## src/hw/rtl/bkds_pkg.sv

```systemverilog
// Shared constants for the bottom-k distinct sketch.
package bkds_pkg;
    localparam int unsigned DEF_MAX_K = 1024;
    localparam int unsigned CFG_W = 11;
    localparam int unsigned CNT_OUT_W = 11;
    localparam logic [CFG_W-1:0] BOTTOM_K_RESET = 11'd1024;
    localparam logic [63:0] GOLDEN = 64'h9e3779b97f4a7c15;
    localparam logic [63:0] MUL_A = 64'hbf58476d1ce4e5b9;
    localparam logic [63:0] MUL_B = 64'h94d049bb133111eb;
    localparam int unsigned SH_A = 30;
    localparam int unsigned SH_B = 27;
    localparam int unsigned SH_C = 31;
endpackage

```

## src/hw/rtl/bkds_front.sv

```systemverilog
// Front end: accepts keys and computes the SplitMix64 hash with one shared multiplier.
module bkds_front (
    input  logic        clk,
    input  logic        rst_n,
    input  logic [63:0] key,
    input  logic        in_valid,
    output logic        in_ready,
    output logic        push_valid,
    input  logic        push_ready,
    output logic [63:0] push_hash
);
    import bkds_pkg::*;

    logic        busy_reg, busy_next;
    logic [2:0]  ph_reg, ph_next;
    logic [63:0] op_reg, op_next;
    logic [63:0] acc_reg, acc_next;
    logic [63:0] seed;
    logic [63:0] cst;
    logic [63:0] prod;

    assign in_ready   = !busy_reg;
    assign push_valid = busy_reg && (ph_reg == 3'd6);
    assign push_hash  = acc_reg ^ (acc_reg >> SH_C);
    assign seed       = key + GOLDEN;
    assign cst        = (ph_reg < 3'd3) ? MUL_A : MUL_B;

    always_comb
    begin
        busy_next = busy_reg;
        ph_next   = ph_reg;
        op_next   = op_reg;
        acc_next  = acc_reg;
        prod      = 64'd0;
        if (!busy_reg)
        begin
            if (in_valid)
            begin
                busy_next = 1'b1;
                ph_next   = 3'd0;
                op_next   = seed ^ (seed >> SH_A);
            end
        end
        else if (ph_reg == 3'd6)
        begin
            if (push_ready)
            begin
                busy_next = 1'b0;
            end
        end
        else
        begin
            if (ph_reg == 3'd0 || ph_reg == 3'd3)
            begin
                prod     = op_reg[31:0] * cst[31:0];
                acc_next = prod;
            end
            else if (ph_reg == 3'd1 || ph_reg == 3'd4)
            begin
                prod     = op_reg[63:32] * cst[31:0];
                acc_next = acc_reg + {prod[31:0], 32'd0};
            end
            else
            begin
                prod     = op_reg[31:0] * cst[63:32];
                acc_next = acc_reg + {prod[31:0], 32'd0};
            end
            if (ph_reg == 3'd2)
            begin
                op_next = acc_next ^ (acc_next >> SH_B);
            end
            ph_next = ph_reg + 3'd1;
        end
    end

    always_ff @(posedge clk or negedge rst_n)
    begin
        if (!rst_n)
        begin
            busy_reg <= 1'b0;
            ph_reg   <= 3'd0;
        end
        else
        begin
            busy_reg <= busy_next;
            ph_reg   <= ph_next;
        end
    end

    always_ff @(posedge clk)
    begin
        op_reg  <= op_next;
        acc_reg <= acc_next;
    end
endmodule

```

## config.mk

```make
export PLATFORM = sky130hd
export DESIGN_NAME = bkds_front
export DESIGN_NICKNAME = d
export VERILOG_FILES = /design/src/hw/rtl/bkds_pkg.sv /design/src/hw/rtl/bkds_front.sv
export SDC_FILE = /design/constraint.sdc
export NUM_CORES = 2
export LEC_CHECK = 0
export ABC_AREA = 1
export ABC_CLOCK_PERIOD_IN_PS = 14700
export BUFFER_PORTS_ARGS = -buffer_cell sky130_fd_sc_hd__buf_4
export CORE_MARGIN = 5
export CORE_UTILIZATION = 60
export DETAILED_ROUTE_END_ITERATION = 10
export PLACE_DENSITY = 0.75
export SLEW_MARGIN = 25
export SYNTH_ARGS = -nofsm -noshare
export SYNTH_HDL_FRONTEND = slang
export SYNTH_SLANG_ARGS = --single-unit
```

## constraint.sdc

```tcl
create_clock -name clk -period 14.7 [get_ports clk]
set_input_delay 1.47 -clock clk [delete_from_list [all_inputs] [get_ports clk]]
set_output_delay 1.47 -clock clk [all_outputs]
set_load 0.1 [all_outputs]
```

==> results by stage <==
Run status:
- The run finished with clean final reports.

Floorplanning:
- The area of the die is 103300 um2.
- The floorplan has 114 rows.
- The effective utilization at floorplan is 0.6036.
- For this design the top-level I/O count stands at approximately 130.
- The floorplan step set the die width to 321.5 um.
- The vertical die dimension is between 300 and 400 um.
- The placeable core area is 96420 um2.

Clocking:
- The number of clock sinks is between 100 and 150.
- Buffers inserted during clock tree synthesis total 17.
- The number of levels the H-tree was split into is 4.
- The root buffer cell chosen for the clock tree is sky130_fd_sc_hd__clkbuf_16.
- After clock tree synthesis, the repair step resized 0 gates.
- The clock transition at the registers of the reported paths is roughly 0.08 ns.
- The maximum buffer depth of the clock tree is 2.
- The clock tree from TritonCTS is done.
- The number of setup buffers added after CTS is 0.
- The insertion delay of the later-clocked pin in the worst-skew pair is 0.46 ns.
- The quantity of hold-fixing buffers added after cts is 0.

Worst setup path:
- STA classifies the critical path endpoint as a register.
- The worst setup path is launched from a register.
- In this run the worst path has a maximum fanout of 12.
- Among all stages on the critical path, the largest delay is contributed by sky130_fd_sc_hd__nor2_1.
- The critical path data arrival time is about 12 ns.
- The biggest cell delay along the critical path is 0.83 ns.
- The data required time at the worst endpoint is 14.87 ns.
- By startpoint and endpoint, the worst setup path is classified as reg -> reg.

Synth:
- After synthesis, the largest family of logic cells by area is adder cells.
- Of the total synthesized cell area, the portion taken by AND, OR, NAND and NOR gates is 0.1207.
- The cell area that synthesis handed to floorplanning was about 58000 um2.
- Of the synthesized area, sequential elements account for 0.06776.
- The commonest cells after synthesis are sky130_fd_sc_hd__inv_1, sky130_fd_sc_hd__fa_1, sky130_fd_sc_hd__nand2_1, sky130_fd_sc_hd__ha_1, sky130_fd_sc_hd__nor2_1.
- The fraction of synthesized cell area in xor and xnor cells is 0.02496.
- The synthesized-area fraction occupied by adder cells is 0.5745.
- Of all flip-flops after synthesis, the portion carrying an async set or reset was 0.03030.
- The count of warnings emitted by yosys is 0.
- The average instance in the mapped netlist occupies between 8 and 9 um2.
- The mux cell area share after synthesis is 0.0008599.
- Synthesis instantiated 64 different standard cells from the library.
- The share of synthesized area in the top cell type comes to 0.4021.
- The cell count after synthesis is slightly below 7000.
- The flip-flop and latch count after synthesis is 132.
- The complex-gate fraction of the synthesized area was 0.06696.
- The dominant synthesized flop cell is sky130_fd_sc_hd__edfxtp_1.
- The count of flip-flops with a built-in enable after synthesis is between 100 and 150.
- By area the synthesized netlist is led by sky130_fd_sc_hd__fa_1, sky130_fd_sc_hd__ha_1, sky130_fd_sc_hd__inv_1.
- The synthesized design spends more area on one cell type than any other, namely sky130_fd_sc_hd__fa_1.
- In the post-synthesis netlist, the cell with the most instances is sky130_fd_sc_hd__inv_1.

Timing:
- Setup violations remaining at the end of the flow were counted as 0.
- Of the available clock period, the critical path in the final layout requires 0.7789.
- Subtracting the final worst setup slack from the clock period gives 11.45 ns.
- The hold violation count in the final report came to 0.
- Timing would allow up to 87.34 MHz.
- Setup repair after global routing left no endpoint under its margin.
- The number of max-slew violations in the final report is 0.
- The relative slew slack is 0.2449.
- For the pin with the worst max-slew slack, the measured transition is 1.101 ns.
- The total negative slack is 0 ns.
- Clock skew on the completed layout was measured at 0.02458 ns.

Finish:
- At the end of the flow, the number of nets in the layout was around 9000.
- The proportion of layout cells with a drive suffix above 1 is 0.04798.
- The area growth from synthesis to layout is 5.609%.
- Summing all non-filler instances in the final layout gives an area of 61470 um2.

Global route:
- Entering global routing, the biggest net connects 68 pins.
- The total congestion overflow after global routing is 0.
- The met1 capacity usage during global routing is 0.5598.
- The first-pass GRT wire length is approximately 310 mm.
- The number of global-route vias before repair is 49090.
- In the global route stage, met2 resource usage came out at 0.5887.
- The number of antenna violations at the first check in global routing is 7.
- met2 is the most crowded layer.
- The overall fraction of global-route tracks in use is 0.4145.
- For met3 alone, demand over resource in global routing was 0.1535.

Run:
- Max-cap violations in this run came to 0.

Drt:
- For this block, the via count after detailed routing is 47500.
- After detailed routing, the number of remaining DRC violations is 0.
- For this run, the detailed router's first-pass iteration total came to 9.
- In this run, the number of DRC markers left after iteration 0 of detailed routing was ~5300.
- The routed wire length is 212.4 mm.
- After detailed routing, the number of vias per cell comes to 5.749.
- The routed length per instance is 25.71 um.
- The residual antenna-violating net count after detailed routing is 0.

Hold path:
- The class of the worst hold path is reg -> reg.

Placement:
- The post-detailed-placement cell area is 60840 um2.
- The count of buffers added on input and output ports is 133.
- The congestion estimate from routability-driven global placement came to between 1 and 1.5.
- The placed wire-length estimate after detailed placement is 187.8 mm.
==> layout by cell type, fill, tap and decap left out, types with 36 or more instances in the layout <==
master	count
sky130_fd_sc_hd__inv_1	2027
sky130_fd_sc_hd__fa_1	1169
sky130_fd_sc_hd__nand2_1	889
sky130_fd_sc_hd__ha_1	802
sky130_fd_sc_hd__nor2_1	393
sky130_fd_sc_hd__a21oi_1	268
sky130_fd_sc_hd__o21ai_0	264
sky130_fd_sc_hd__nand3_1	222
sky130_fd_sc_hd__buf_4	207
sky130_fd_sc_hd__edfxtp_1	128
sky130_fd_sc_hd__xor2_1	124
sky130_fd_sc_hd__conb_1	55
sky130_fd_sc_hd__xnor2_1	40
sky130_fd_sc_hd__or2_2	36
==> final timing paths <==
path	cells after the start	start	end	slack, ns
worst max-delay path	41	op_reg[8]$_DFFE_PP_	op_reg[63]$_DFFE_PP_	3.25
worst min-delay path	2	acc_reg[25]$_DFFE_PP_	acc_reg[25]$_DFFE_PP_	0.68
worst max register to register	41	op_reg[8]$_DFFE_PP_	op_reg[63]$_DFFE_PP_	3.25
worst min register to register	2	acc_reg[25]$_DFFE_PP_	acc_reg[25]$_DFFE_PP_	0.68
max in group asynchronous	1	rst_n	busy_reg$_DFF_PN0_	13.74
min in group asynchronous	1	rst_n	busy_reg$_DFF_PN0_	0.83
==> layout make-up <==
class / count / area, um2
inverters: 2038 / 7650
clock buffers: 19 / 432.9
clock inverters: 13 / 182.7
multi-input cells: 4573 / 46100
fillers: 8357 / 34950
repair buffers: 207 / 1554
well taps: 1276 / 1597
diodes: 3 / 7.507
flip-flops and latches: 132 / 3945
==> through the flow <==
stage                     std cells  setup WS [ns]  hold WS [ns]  utilization
after floorplan                6894          5.536        0.5774            -
after global placement         8226          3.339        0.6139       0.6309
after detailed placement       8226          3.535        0.6324       0.6310
after CTS                      8258          3.502        0.6528       0.6374
after global routing           8258          2.755        0.6992       0.6374
final                          8261          3.251        0.6757       0.6375
==> routing by layer <==
metal / share of wire / wire (um) / vias up
met5: 0.00012 / 26 / -
met4: 0.070 / 14780 / 4
met3: 0.14 / 30740 / 611
met2: 0.41 / 86160 / 2996
met1: 0.38 / 80710 / 23150
li1: - / - / 20740
==> logic make-up after synthesis <==
logic type	Yosys count
AO/OA/AOI/OAI	702
XOR/XNOR	165
adder cells (fa/ha/maj)	1971
buffers and inverters	2189
flip-flops	132
multiplexers	5
other	2
AND/OR/NAND/NOR	1675
==> worst max-delay path, delay by kind of cell, from the launching register on <==
family                   cells  cell delay [ns]
AND/OR/NAND/NOR             12             2.86
AO/OA/AOI/OAI                8             1.45
adder cells (fa/ha/maj)     10             4.12
flip-flops                   1             0.33
multiplexers                 1             0.14
buffers and inverters        8             1.77
XOR/XNOR                     2             0.45
Power is not shown: default switching activity piles up to over one toggle a cycle in this logic, so the estimate is an artifact.
