$ cat src/hw/rtl/bkds_fifo.sv
// Two-entry queue of hashes between the front end and the store.
module bkds_fifo (
    input  logic        clk,
    input  logic        rst_n,
    input  logic        wr_valid,
    output logic        wr_ready,
    input  logic [63:0] wr_data,
    output logic        rd_valid,
    input  logic        rd_pop,
    output logic [63:0] rd_data
);
    logic [63:0] ent_reg [2];
    logic        wp_reg, rp_reg;
    logic [1:0]  cnt_reg;
    logic        do_wr, do_rd;

    assign wr_ready = (cnt_reg != 2'd2);
    assign rd_valid = (cnt_reg != 2'd0);
    assign rd_data  = ent_reg[rp_reg];
    assign do_wr    = wr_valid && wr_ready;
    assign do_rd    = rd_pop && rd_valid;

    always_ff @(posedge clk or negedge rst_n)
    begin
        if (!rst_n)
        begin
            wp_reg  <= 1'b0;
            rp_reg  <= 1'b0;
            cnt_reg <= 2'd0;
        end
        else
        begin
            if (do_wr)
            begin
                wp_reg <= !wp_reg;
            end
            if (do_rd)
            begin
                rp_reg <= !rp_reg;
            end
            cnt_reg <= cnt_reg + {1'b0, do_wr} - {1'b0, do_rd};
        end
    end

    always_ff @(posedge clk)
    begin
        if (do_wr)
        begin
            ent_reg[wp_reg] <= wr_data;
        end
    end
endmodule

$ cat config.mk
export PLATFORM = sky130hd
export DESIGN_NAME = bkds_fifo
export DESIGN_NICKNAME = d
export VERILOG_FILES = /design/src/hw/rtl/bkds_fifo.sv
export SDC_FILE = /design/constraint.sdc
export NUM_CORES = 1
export LEC_CHECK = 0
export BUFFER_PORTS_ARGS = -buffer_cell sky130_fd_sc_hd__buf_2
export CAP_MARGIN = 15
export CORE_ASPECT_RATIO = 2
export CORE_MARGIN = 4
export CORE_UTILIZATION = 52
export DETAILED_ROUTE_END_ITERATION = 8
export HOLD_SLACK_MARGIN = 0.06
export PLACE_DENSITY_LB_ADDON = 0.12
export SYNTH_ARGS = -nofsm -noshare
export SYNTH_HDL_FRONTEND = slang
export SYNTH_SLANG_ARGS = --single-unit
$ cat constraint.sdc
create_clock -name clk -period 4.9 [get_ports clk]
set_input_delay 0.49 -clock clk [delete_from_list [all_inputs] [get_ports clk]]
set_output_delay 0.49 -clock clk [all_outputs]
set_load 0.01 [all_outputs]
==> results by group, run 1 <==
Layout
  – Max reg flops: roughly 130
  – Post-route cell area: 0.00624 mm²
  – Area of the multi-input gates: about 850 µm²
  – Leading cell type in the layout, fill and taps excluded: buf_2
  – Most frequent cells in the layout: buf_2, edfxtp_1, mux2_2
  – Share of layout cells above drive strength 1: 60.6%
  – Cell Count, Final, Fillers Out: a little under 500
  – Antenna Cells: 0
  – Area grow syn2layout: 28.6%
  – Final core occ: about 70%
  – Final net count: 439
  – Flip-flop and latch area: 0.00395 mm²
  – Fillcell total: about 650

Setup path
  – CP endpoint kind: output pin
  – Worst reg2reg path endpoint: ent_reg[0][20]
  – Max incr delay on CP: 0.88 ns
  – CP max-delay cell: dfrtp_2
  – Critical-path cell list: buf_4 -> mux2_2 -> buf_2
  – Cell depth of the worst flop-to-flop path: 4
  – Critical path startpoint category: register
  – Kind of critical path: register to output pin
  – Reg2reg setup slack: about 2.5 ns
  – Crit path buffers/inverters: 2
  – CP Max Fanout: 37
  – WP data required: between 4 and 5 ns
  – CP top delay family: flip-flops
  – Worst flop-to-flop path startpoint: cnt_reg[0]
  – Critical path arrival: between 2 and 2.5 ns

STA
  – Tmin final: between 2 and 3 ns
  – Fmax: ~350 MHz
  – Fin. max-slew vios: 0
  – Max Clock Skew: 0.00624 ns
  – PnR worst setup slack: 2.07 ns
  – Worst-margin pin slew: slightly above 1 ns
  – Final period utilization: between 50 and 60%
  – RSZ-0062 raised after global routing: no
  – Slew margin rel.: 31.5%
  – Hold_ws: between 0.2 and 0.3 ns
  – Setup TNS: 0 ns
  – Final hold viol count: 0
  – Count of final setup violators: 0

Run
  – Max Cap Viol: 0

Place
  – Placed Instances: between 400 and 500
  – Placed Instance Area: approximately 0.0056 mm²
  – Place WS: about 2.4 ns
  – Number of port buffers: roughly 130
  – RD Place Congestion: roughly 0.73
  – Hpwl dp: around 6000 µm

Logic synthesis
  – Mapped cell area: around 0.0049 mm²
  – Syn Nets: 290
  – Register area share after synthesis: between 80% and 90%
  – Cells after Synth: 221
  – Mean area per synthesized cell: roughly 22 µm²
  – Flops & latches, synth: ~130
  – Synth cell types: 19
  – Ys Warns: 0

CTS
  – Worst-case clock buffer depth: 2
  – TritonCTS clock tree: yes
  – H-Tree Depth: 4
  – CTS root buf: clkbuf_16
  – Resized cells post-CTS: 0
  – Cts bufs inserted: 17
  – Clock Sinks: around 130
  – Clock-pin slew on the worst setup and hold paths: around 0.050 ns
  – Worst skew pair latency: roughly 0.4 ns

Detailed routing
  – DRC viols: 0
  – DR pass1 iterations: 4
  – Routed wire per std cell: 18.3 µm
  – Via density: around 5.2
  – Post-route ant nets: 0
  – Detailed Route WL: approximately 8900 µm
  – Via count: approximately 2500
  – 1st-iter DRT viols: approximately 150

Min path
  – WHS Endpoint: ent_reg[0][42]
  – WHS Path Cells: 1
  – Hold path startpoint: wr_data[42]
  – Path category of the worst min-delay check: input pin to register

Global route
  – Largest net degree at the start of global routing: 38
  – GRT Total Usage: 16.9%
  – Initial antenna violation count: 0
  – Grt ovf: 0
  – First-pass GRT wire length: ~14000 µm
  – Vias in the first global route: 2833

Power
  – Total power: 3.97 mW
  – Power share of the combinational group: 24.9%
  – Sw frac: between 20% and 30%
  – Clock network fraction of total power: approximately a third
  – Maximum VDD drop: about 0.48 mV
  – Net Sw Power: approximately 1.1 mW
  – Flop pwr share: about two fifths
  – Internal: 2.92 mW
  – P_leak: 2.38 nW
  – Pwr dens: ~640 mW/mm²

Floorplan
  – I/O pin total: between 100 and 150
  – Floorplan core area: ~0.0091 mm²
  – Die Span Y: around 140 µm
  – FP Rows: 49
  – Initial Util: between 50% and 60%
  – Die area: 0.0110 mm²
  – Die Wd: 76.3 µm

Outcome
  – Outcome: completed
-- area by class of cell --
| class | count | share of cell area [%] |
|---|---|---|
| clock buffers | 20 | 6.99 |
| clock inverters | 12 | 2.97 |
| multi-input cells | 82 | 13.6 |
| flip-flops and latches | 132 | 63.2 |
| well taps | 102 | 2.04 |
| repair buffers | 137 | 11.2 |
-- cells by family after synthesis --
family          synth area share, %
fa+ha+maj                     0.258
mux                            14.8
simple gates                   1.24
xor+xnor                      0.541
flops                          81.2
buf+inv                        1.42
compound gates                0.490
-- how the worst max path moves through the flow --
| stage | start | end | slack (ns) | depth (start not counted) |
|---|---|---|---|---|
| 2_1_floorplan | cnt_reg[0] | ent_reg[0][0] | 1.05 | 3 |
| 3_3_place_gp | wr_valid | ent_reg[0][23] | 2.43 | 4 |
| 3_5_place_dp | wr_valid | ent_reg[0][23] | 2.40 | 4 |
| 4_1_cts | rp_reg | rd_data[7] | 1.99 | 3 |
| 5_1_grt | rp_reg | rd_data[7] | 1.92 | 3 |
| 6_report | rp_reg | rd_data[1] | 2.07 | 3 |
-- power by group through the flow --
stage                     Clock (mW)  Sequential, mW  Combinational [mW]
after detailed placement           0            1.70                1.01
after CTS                       1.34            1.68                1.02
after global placement             0            1.68                1.00
after floorplan                    0            1.62               0.715
final                           1.32            1.67               0.991
after global routing            1.39            1.70                1.08
-- Yosys cell counts (all sizes together) --
cell	count	area, µm²
nor2b	1	6.26
nand2b	1	6.26
ha	1	12.5
nand3	1	5.00
o21ai	1	5.00
and3	1	7.51
dfrtp	4	100
a311oi	1	8.76
mux2	64	721
nand2	2	7.51
edfxtp	128	3840
nor2	3	11.3
nor4bb	1	10.0
o21ba	1	10.0
xnor2	3	26.3
or2	1	6.26
buf	7	68.8
-- metal layers --
metal  global-route usage [%]  part of all wire, %
met1                     15.9                   34
met2                     32.7                   59
met3                     5.70                  6.2
met4                     7.55                  1.3
met5                        0                    0
-- what timing repair did --
action | in CTS | in global routing
buffers inserted | 0 | 0
hold buffers | 1 | 0
hold endpoints to repair | 4 | 0
No activity file was read; power rests on OpenSTA's default activity.
==> inputs of run 2 (changes only) <==
- ABC_AREA: unset -> 1
- CORE_UTILIZATION: 52 -> 47
- clock period: 4.9 -> 2.4 ns (I/O delays scaled with it)
==> results by group, run 2 <==
STA
  – Worst-margin pin slew: 0.691 ns (-0.334 ns)
  – Count of final setup violators: 0 (unchanged)
  – Final period utilization: between 80% and 90%
  – RSZ-0062 raised after global routing: no
  – Final hold viol count: 0 (unchanged)
  – Fmax: between 500 and 600 MHz
  – Slew margin rel.: 53.9% (+22 points)
  – Tmin final: roughly 2.0 ns
  – Max Clock Skew: 0.00573 ns (-0.000506 ns)
  – PnR worst setup slack: 0.438 ns (-1.63 ns)
  – Fin. max-slew vios: 0 (unchanged)
  – Setup TNS: 0 ns (unchanged)

Layout
  – Leading cell type in the layout, fill and taps excluded: nand2_1
  – Fillcell total: 756 (+16%)
  – Final net count: 646 (+47%)
  – Antenna Cells: 0 (unchanged)
  – Most frequent cells in the layout: nand2_1, buf_2, edfxtp_1
  – Area grow syn2layout: 42.5%
  – Max reg flops: 128 (unchanged)
  – Share of layout cells above drive strength 1: 29.8% (-31 points)
  – Cell Count, Final, Fillers Out: 725 (+49%)

CTS
  – Clock Sinks: 132 (unchanged)
  – CTS root buf: clkbuf_16
  – Setup bufs post-CTS: 0 (unchanged)
  – Worst skew pair latency: 0.40 ns (about the same)
  – H-Tree Depth: 4 (unchanged)
  – Worst-case clock buffer depth: 2 (unchanged)
  – Clock-pin slew on the worst setup and hold paths: 0.05 ns (about the same)
  – Cts bufs inserted: 17 (unchanged)
  – TritonCTS clock tree: yes

Logic synthesis
  – Register area share after synthesis: 79.8% (-1.4 points)
  – Top cells by area, synth: edfxtp_1, nand2_1, buf_6, dfrtp_1, inv_1
  – Area leader, netlist: edfxtp_1
  – Syn Nets: 435 (+50%)
  – Flops & latches, synth: 132 (unchanged)
  – Ys flop type: edfxtp_1
  – Most frequent cells after synthesis: nand2_1, edfxtp_1, buf_6
  – Synth cell types: 15 (-4)
  – Ys Warns: 0 (unchanged)
  – Count leader, synth: nand2_1
  – Post-synth EDFFs: 128 (unchanged)
  – Area fraction of the dominant cell type after synthesis: 77.8% (-1.3 points)
  – Mean area per synthesized cell: 13.5 µm² (-39%)
  – Cells after Synth: 366 (+66%)
  – Mapped cell area: 0.00494 mm² (+1.7%)
  – Async S/R FF share, synth: 3.03% (unchanged)

Floorplan
  – I/O pin total: 134 (unchanged)
  – Die area: 0.0123 mm² (+12%)
  – Die Wd: 80.5 µm (+5.5%)
  – Initial Util: 48.4% (-5.2 points)
  – Die Span Y: 153 µm (+5.8%)
  – Floorplan core area: 0.0102 mm² (+13%)
  – FP Rows: 52 (+6.1%)

Setup path
  – WP data required: 2.16 ns (-2.25 ns)
  – CP Max Fanout: 64 (+73%)
  – CP endpoint kind: output pin
  – Worst flop-to-flop path startpoint: cnt_reg[1]
  – Critical path arrival: 1.72 ns (-0.62 ns)
  – Kind of critical path: register to output pin
  – Critical path startpoint category: register
  – Crit path from: rp_reg

Detailed routing
  – M1 wire length: 3620 µm (+20%)
  – WL met3: 574 µm (+4.4%)
  – Via count: 3317 (+31%)
  – DR pass1 iterations: 4 (unchanged)
  – Routed wire per std cell: 14.0 µm (-24%)
  – Detailed Route WL: 10200 µm (+14%)
  – Via density: 4.58 (-12%)
  – Post-route ant nets: 0 (unchanged)
  – DR top layer: met4
  – DR WL met2: 5660 µm (+8.7%)
  – 1st-iter DRT viols: 192 (+27%)
  – DRC viols: 0 (unchanged)

Global route
  – Vias in the first global route: 3361 (+19%)
  – Largest net degree at the start of global routing: 65 (+71%)
  – GRT Total Usage: 17.2% (+0.25 points)
  – Grt ovf: 0 (unchanged)
  – Initial antenna violation count: 0 (unchanged)
  – First-pass GRT wire length: 15800 µm (+15%)

Power
  – Maximum VDD drop: 0.774 mV (+60%)
  – Pwr dens: 1230 mW/mm² (+93%)
  – Total power: 8.66 mW (+120%)
  – P_leak: 3.06 nW (+29%)

Outcome
  – Outcome: completed

Place
  – Hpwl dp: 6340 µm (+4.0%)
  – Placed Instances: 628 (+39%)
  – RD Place Congestion: 0.779 (+6.2%)
  – Number of port buffers: 133 (unchanged)
  – Place WS: 0.844 ns (-1.56 ns)

Min path
  – Path category of the worst min-delay check: input pin to asynchronous set/reset pin

Run
  – Max Cap Viol: 0 (unchanged)
-- run 2: cell types whose count changed after synthesis, moves of 2 or more --
| cell | previous run | this run |
|---|---|---|
| buf_6 | 5 | 12 |
| inv_1 | 0 | 7 |
| mux2_2 | 64 | 0 |
| nand2_1 | 2 | 199 |
| nand2_2 | 0 | 2 |
| nor2_1 | 3 | 5 |
| xnor2_1 | 3 | 0 |
-- run 2: final cells by class --
cell class / count / area [µm²] / share of cell area (%)
repair buffers: 206 / 1400 / 19.9
inverters: 8 / 30.0 / 0.427
multi-input cells: 212 / 835 / 11.9
flip-flops and latches: 132 / 3950 / 56.0
clock buffers: 17 / 425 / 6.04
clock inverters: 15 / 235 / 3.34
well taps: 135 / 169 / 2.40
-- run 2: critical path: stages, from the launching register on --
cell and delay [ns]:
dfrtp_2 0.36, buf_4 0.52, nand2_1 0.12, nand2_1 0.13, buf_2 0.13
-- run 2: cells by family (layout without fill, tap and decap cells) --
logic type,after synthesis,count (layout),share of synthesized area [%]
and+or+nand+nor,208,208,16.0
DFF,132,132,79.8
AOI/OAI and AO/OA,2,2,0.202
xor gates and xnor gates,1,1,0.177
adders and majority gates,1,1,0.253
buffers and inverters,22,246,3.57
-- run 2: timing repair --
| item | CTS | global route |
|---|---|---|
| hold buffers | 65 | 0 |
| gates resized for setup | 0 | 0 |
| hold endpoints to repair | 132 | 0 |
-- run 2: worst paths after layout --
check / end / cells past startpoint / slack (ns)
worst max-delay path: rd_data[59] / 4 / 0.44
worst min-delay path: cnt_reg[1] / 2 / 0.18
worst max register to register: ent_reg[1][31] / 4 / 0.84
worst min register to register: cnt_reg[0] / 1 / 0.56
max in group asynchronous: rp_reg / 2 / 2.09
min in group clk: wp_reg / 3 / 0.18
-- run 2: where the power goes --
part / switching [mW] / total (mW) / internal, mW
combinational: 1.65 / 2.55 / 0.902
clock: 0.883 / 2.82 / 1.94
sequential: 0.134 / 3.28 / 3.15
total: 2.67 / 8.66 / 5.99
-- run 2: routing by layer --
metal  vias up  track usage (%)
met1      1532             17.6
met5         -                0
met4         0             9.35
met3        18             5.18
met2       114             30.2
li1       1653                -
-- run 2: through the flow --
stage / hold WS (ns) / area (µm²) / utilization (%)
3_5_place_dp: 0.0563 / 5730 / 56.1
6_report: 0.178 / 7040 / 68.9
4_1_cts: 0.161 / 7040 / 68.9
3_3_place_gp: 0.0497 / 5730 / 56.1
5_1_grt: 0.173 / 7040 / 68.9
2_1_floorplan: -0.0556 / 4950 / -
==> inputs of run 3 (changes only) <==
- ABC_AREA: 1 -> 0
- CORE_UTILIZATION: 47 -> 52
- clock period: 2.4 -> 2 ns (I/O delays scaled with it)
==> results by group, run 3 (synthesis gave the netlist of run 1 again) <==
Outcome
  – Outcome: completed

CTS
  – Clock-pin slew on the worst setup and hold paths: 0.05 ns (about the same)
  – TritonCTS clock tree: yes
  – Worst-case clock buffer depth: 2 (unchanged)
  – Worst skew pair latency: 0.40 ns (about the same)
  – Clock Sinks: 132 (unchanged)
  – H-Tree Depth: 4 (unchanged)
  – Setup bufs post-CTS: 0 (unchanged)
  – Cts bufs inserted: 17 (unchanged)
  – CTS root buf: clkbuf_16

Setup path
  – CP Max Fanout: 28 (-56%)
  – Kind of critical path: register to output pin
  – Critical path arrival: 1.64 ns (-0.08 ns)
  – Critical-path cell list: buf_4 -> mux2_2 -> buf_2
  – Max incr delay on CP: 0.39 ns (-0.13 ns)
  – CP max-delay cell: mux2_2
  – CP endpoint kind: output pin
  – CP top delay family: buffers and inverters
  – Crit path buffers/inverters: 2 (unchanged)
  – WP data required: 1.80 ns (-0.36 ns)
  – Critical path startpoint category: register

Floorplan
  – I/O pin total: 134 (unchanged)
  – Die Span Y: 145 µm (-5.4%)
  – Initial Util: 53.5% (+5.2 points)
  – Die area: 0.0110 mm² (-10%)
  – Floorplan core area: 0.00907 mm² (-11%)
  – Die Wd: 76.3 µm (-5.2%)
  – FP Rows: 49 (-5.8%)

Detailed routing
  – DR pass1 iterations: 7 (+3)
  – Via count: 2835 (-15%)
  – M1 wire length: 3460 µm (-4.4%)
  – Post-route ant nets: 0 (unchanged)
  – Via density: 5.13 (+12%)
  – Routed wire per std cell: 17.8 µm (+27%)
  – Detailed Route WL: 9860 µm (-2.8%)
  – 1st-iter DRT viols: 74 (-61%)
  – WL met3: 573 µm (-0.17%)
  – DR WL met2: 5630 µm (-0.60%)
  – DR top layer: met4
  – DRC viols: 0 (unchanged)

STA
  – Count of final setup violators: 0 (unchanged)
  – Final period utilization: about 92%
  – Tmin final: roughly 1.8 ns
  – Fin. max-slew vios: 0 (unchanged)
  – Worst-margin pin slew: 0.356 ns (-0.335 ns)
  – Slew margin rel.: 76.3% (+22 points)
  – Setup TNS: 0 ns (unchanged)
  – RSZ-0062 raised after global routing: no
  – Final hold viol count: 0 (unchanged)
  – Max Clock Skew: 0.00697 ns (+0.00124 ns)
  – Fmax: around 540 MHz

Global route
  – Initial antenna violation count: 0 (unchanged)
  – Grt ovf: 0 (unchanged)
  – First-pass GRT wire length: 15900 µm (+0.65%)
  – Largest net degree at the start of global routing: 46 (-29%)
  – GRT Total Usage: 19.4% (+2.3 points)
  – Vias in the first global route: 3182 (-5.3%)

Place
  – RD Place Congestion: 0.666 (-15%)
  – Hpwl dp: 5870 µm (-7.4%)
  – Number of port buffers: 133 (unchanged)

Layout
  – Antenna Cells: 0 (unchanged)
  – Final net count: 507 (-22%)
  – Share of layout cells above drive strength 1: 53.2% (+23 points)
  – Max reg flops: 128 (unchanged)
  – Leading cell type in the layout, fill and taps excluded: buf_2
  – Most frequent cells in the layout: buf_2, edfxtp_1, dlygate4sd3_1
  – Area grow syn2layout: 44.0%

Power
  – Pwr dens: 1450 mW/mm² (+18%)
  – Total power: 10.2 mW (+17%)
  – Maximum VDD drop: 0.954 mV (+23%)
  – P_leak: 2.70 nW (-12%)

Run
  – Max Cap Viol: 0 (unchanged)

Min path
  – Path category of the worst min-delay check: input pin to register
-- run 3: cell types whose count changed in the layout (fill, tap and decap cells not counted), sizes merged, moves of 2 or more --
cell,change
nor2,-2
xnor2,+3
clkinv,-2
inv,-7
nand2,-199
mux2,+64
-- run 3: through the flow --
stage	hold WS, ns	instances	cell area (µm²)	setup WS [ns]	utilization (%)
after CTS	0.0786	553	6990	0.133	77.1
after floorplan	-0.0956	221	4880	0.000252	-
after global routing	0.107	553	6990	0.0727	77.1
after global placement	0.0185	456	5680	0.568	62.6
final	0.0963	553	6990	0.164	77.1
after detailed placement	0.0211	456	5680	0.535	62.6
-- run 3: per-layer routing --
layer / vias up / global-route usage (%)
met5: - / 0
met4: 0 / 9.26
met3: 16 / 6.20
met2: 120 / 36.0
met1: 1378 / 19.6
li1: 1321 / -
-- run 3: worst min-delay path, cell delays in order --
cell and delay (ns):
buf_2 0.13, nand2_1 0.07, xnor2_1 0.06
-- run 3: final cells by class --
class | instances | area [µm²]
clock buffers | 18 | 429
clock inverters | 14 | 231
fillers | 541 | 2080
multi-input cells | 82 | 866
flip-flops and latches | 132 | 3950
well taps | 102 | 128
repair buffers | 205 | 1390
-- run 3: worst paths after layout --
| kind | start | to | slack (ns) | depth (start not counted) |
|---|---|---|---|---|
| min | rd_pop | rp_reg | 0.1 | 3 |
| max | rp_reg | rd_data[51] | 0.16 | 3 |
| max in group asynchronous | rst_n | rp_reg | 1.71 | 2 |
| min in group asynchronous | rst_n | cnt_reg[1] | 0.14 | 2 |
| max reg2reg | cnt_reg[0] | ent_reg[1][38] | 0.54 | 3 |
| min reg2reg | wp_reg | wp_reg | 0.55 | 1 |
-- run 3: report_power, final --
group	switching, mW	total [mW]	internal, mW	leakage [nW]
sequential	0.178	3.96	3.78	1.24
clock	1.09	3.42	2.33	0.320
combinational	1.45	2.78	1.33	1.14
total	2.71	10.2	7.45	2.70
-- run 3: repair_timing --
item | in CTS | in global routing
hold endpoints to repair | 132 | 0
gates resized for setup | 0 | 0
hold buffers | 65 | 0
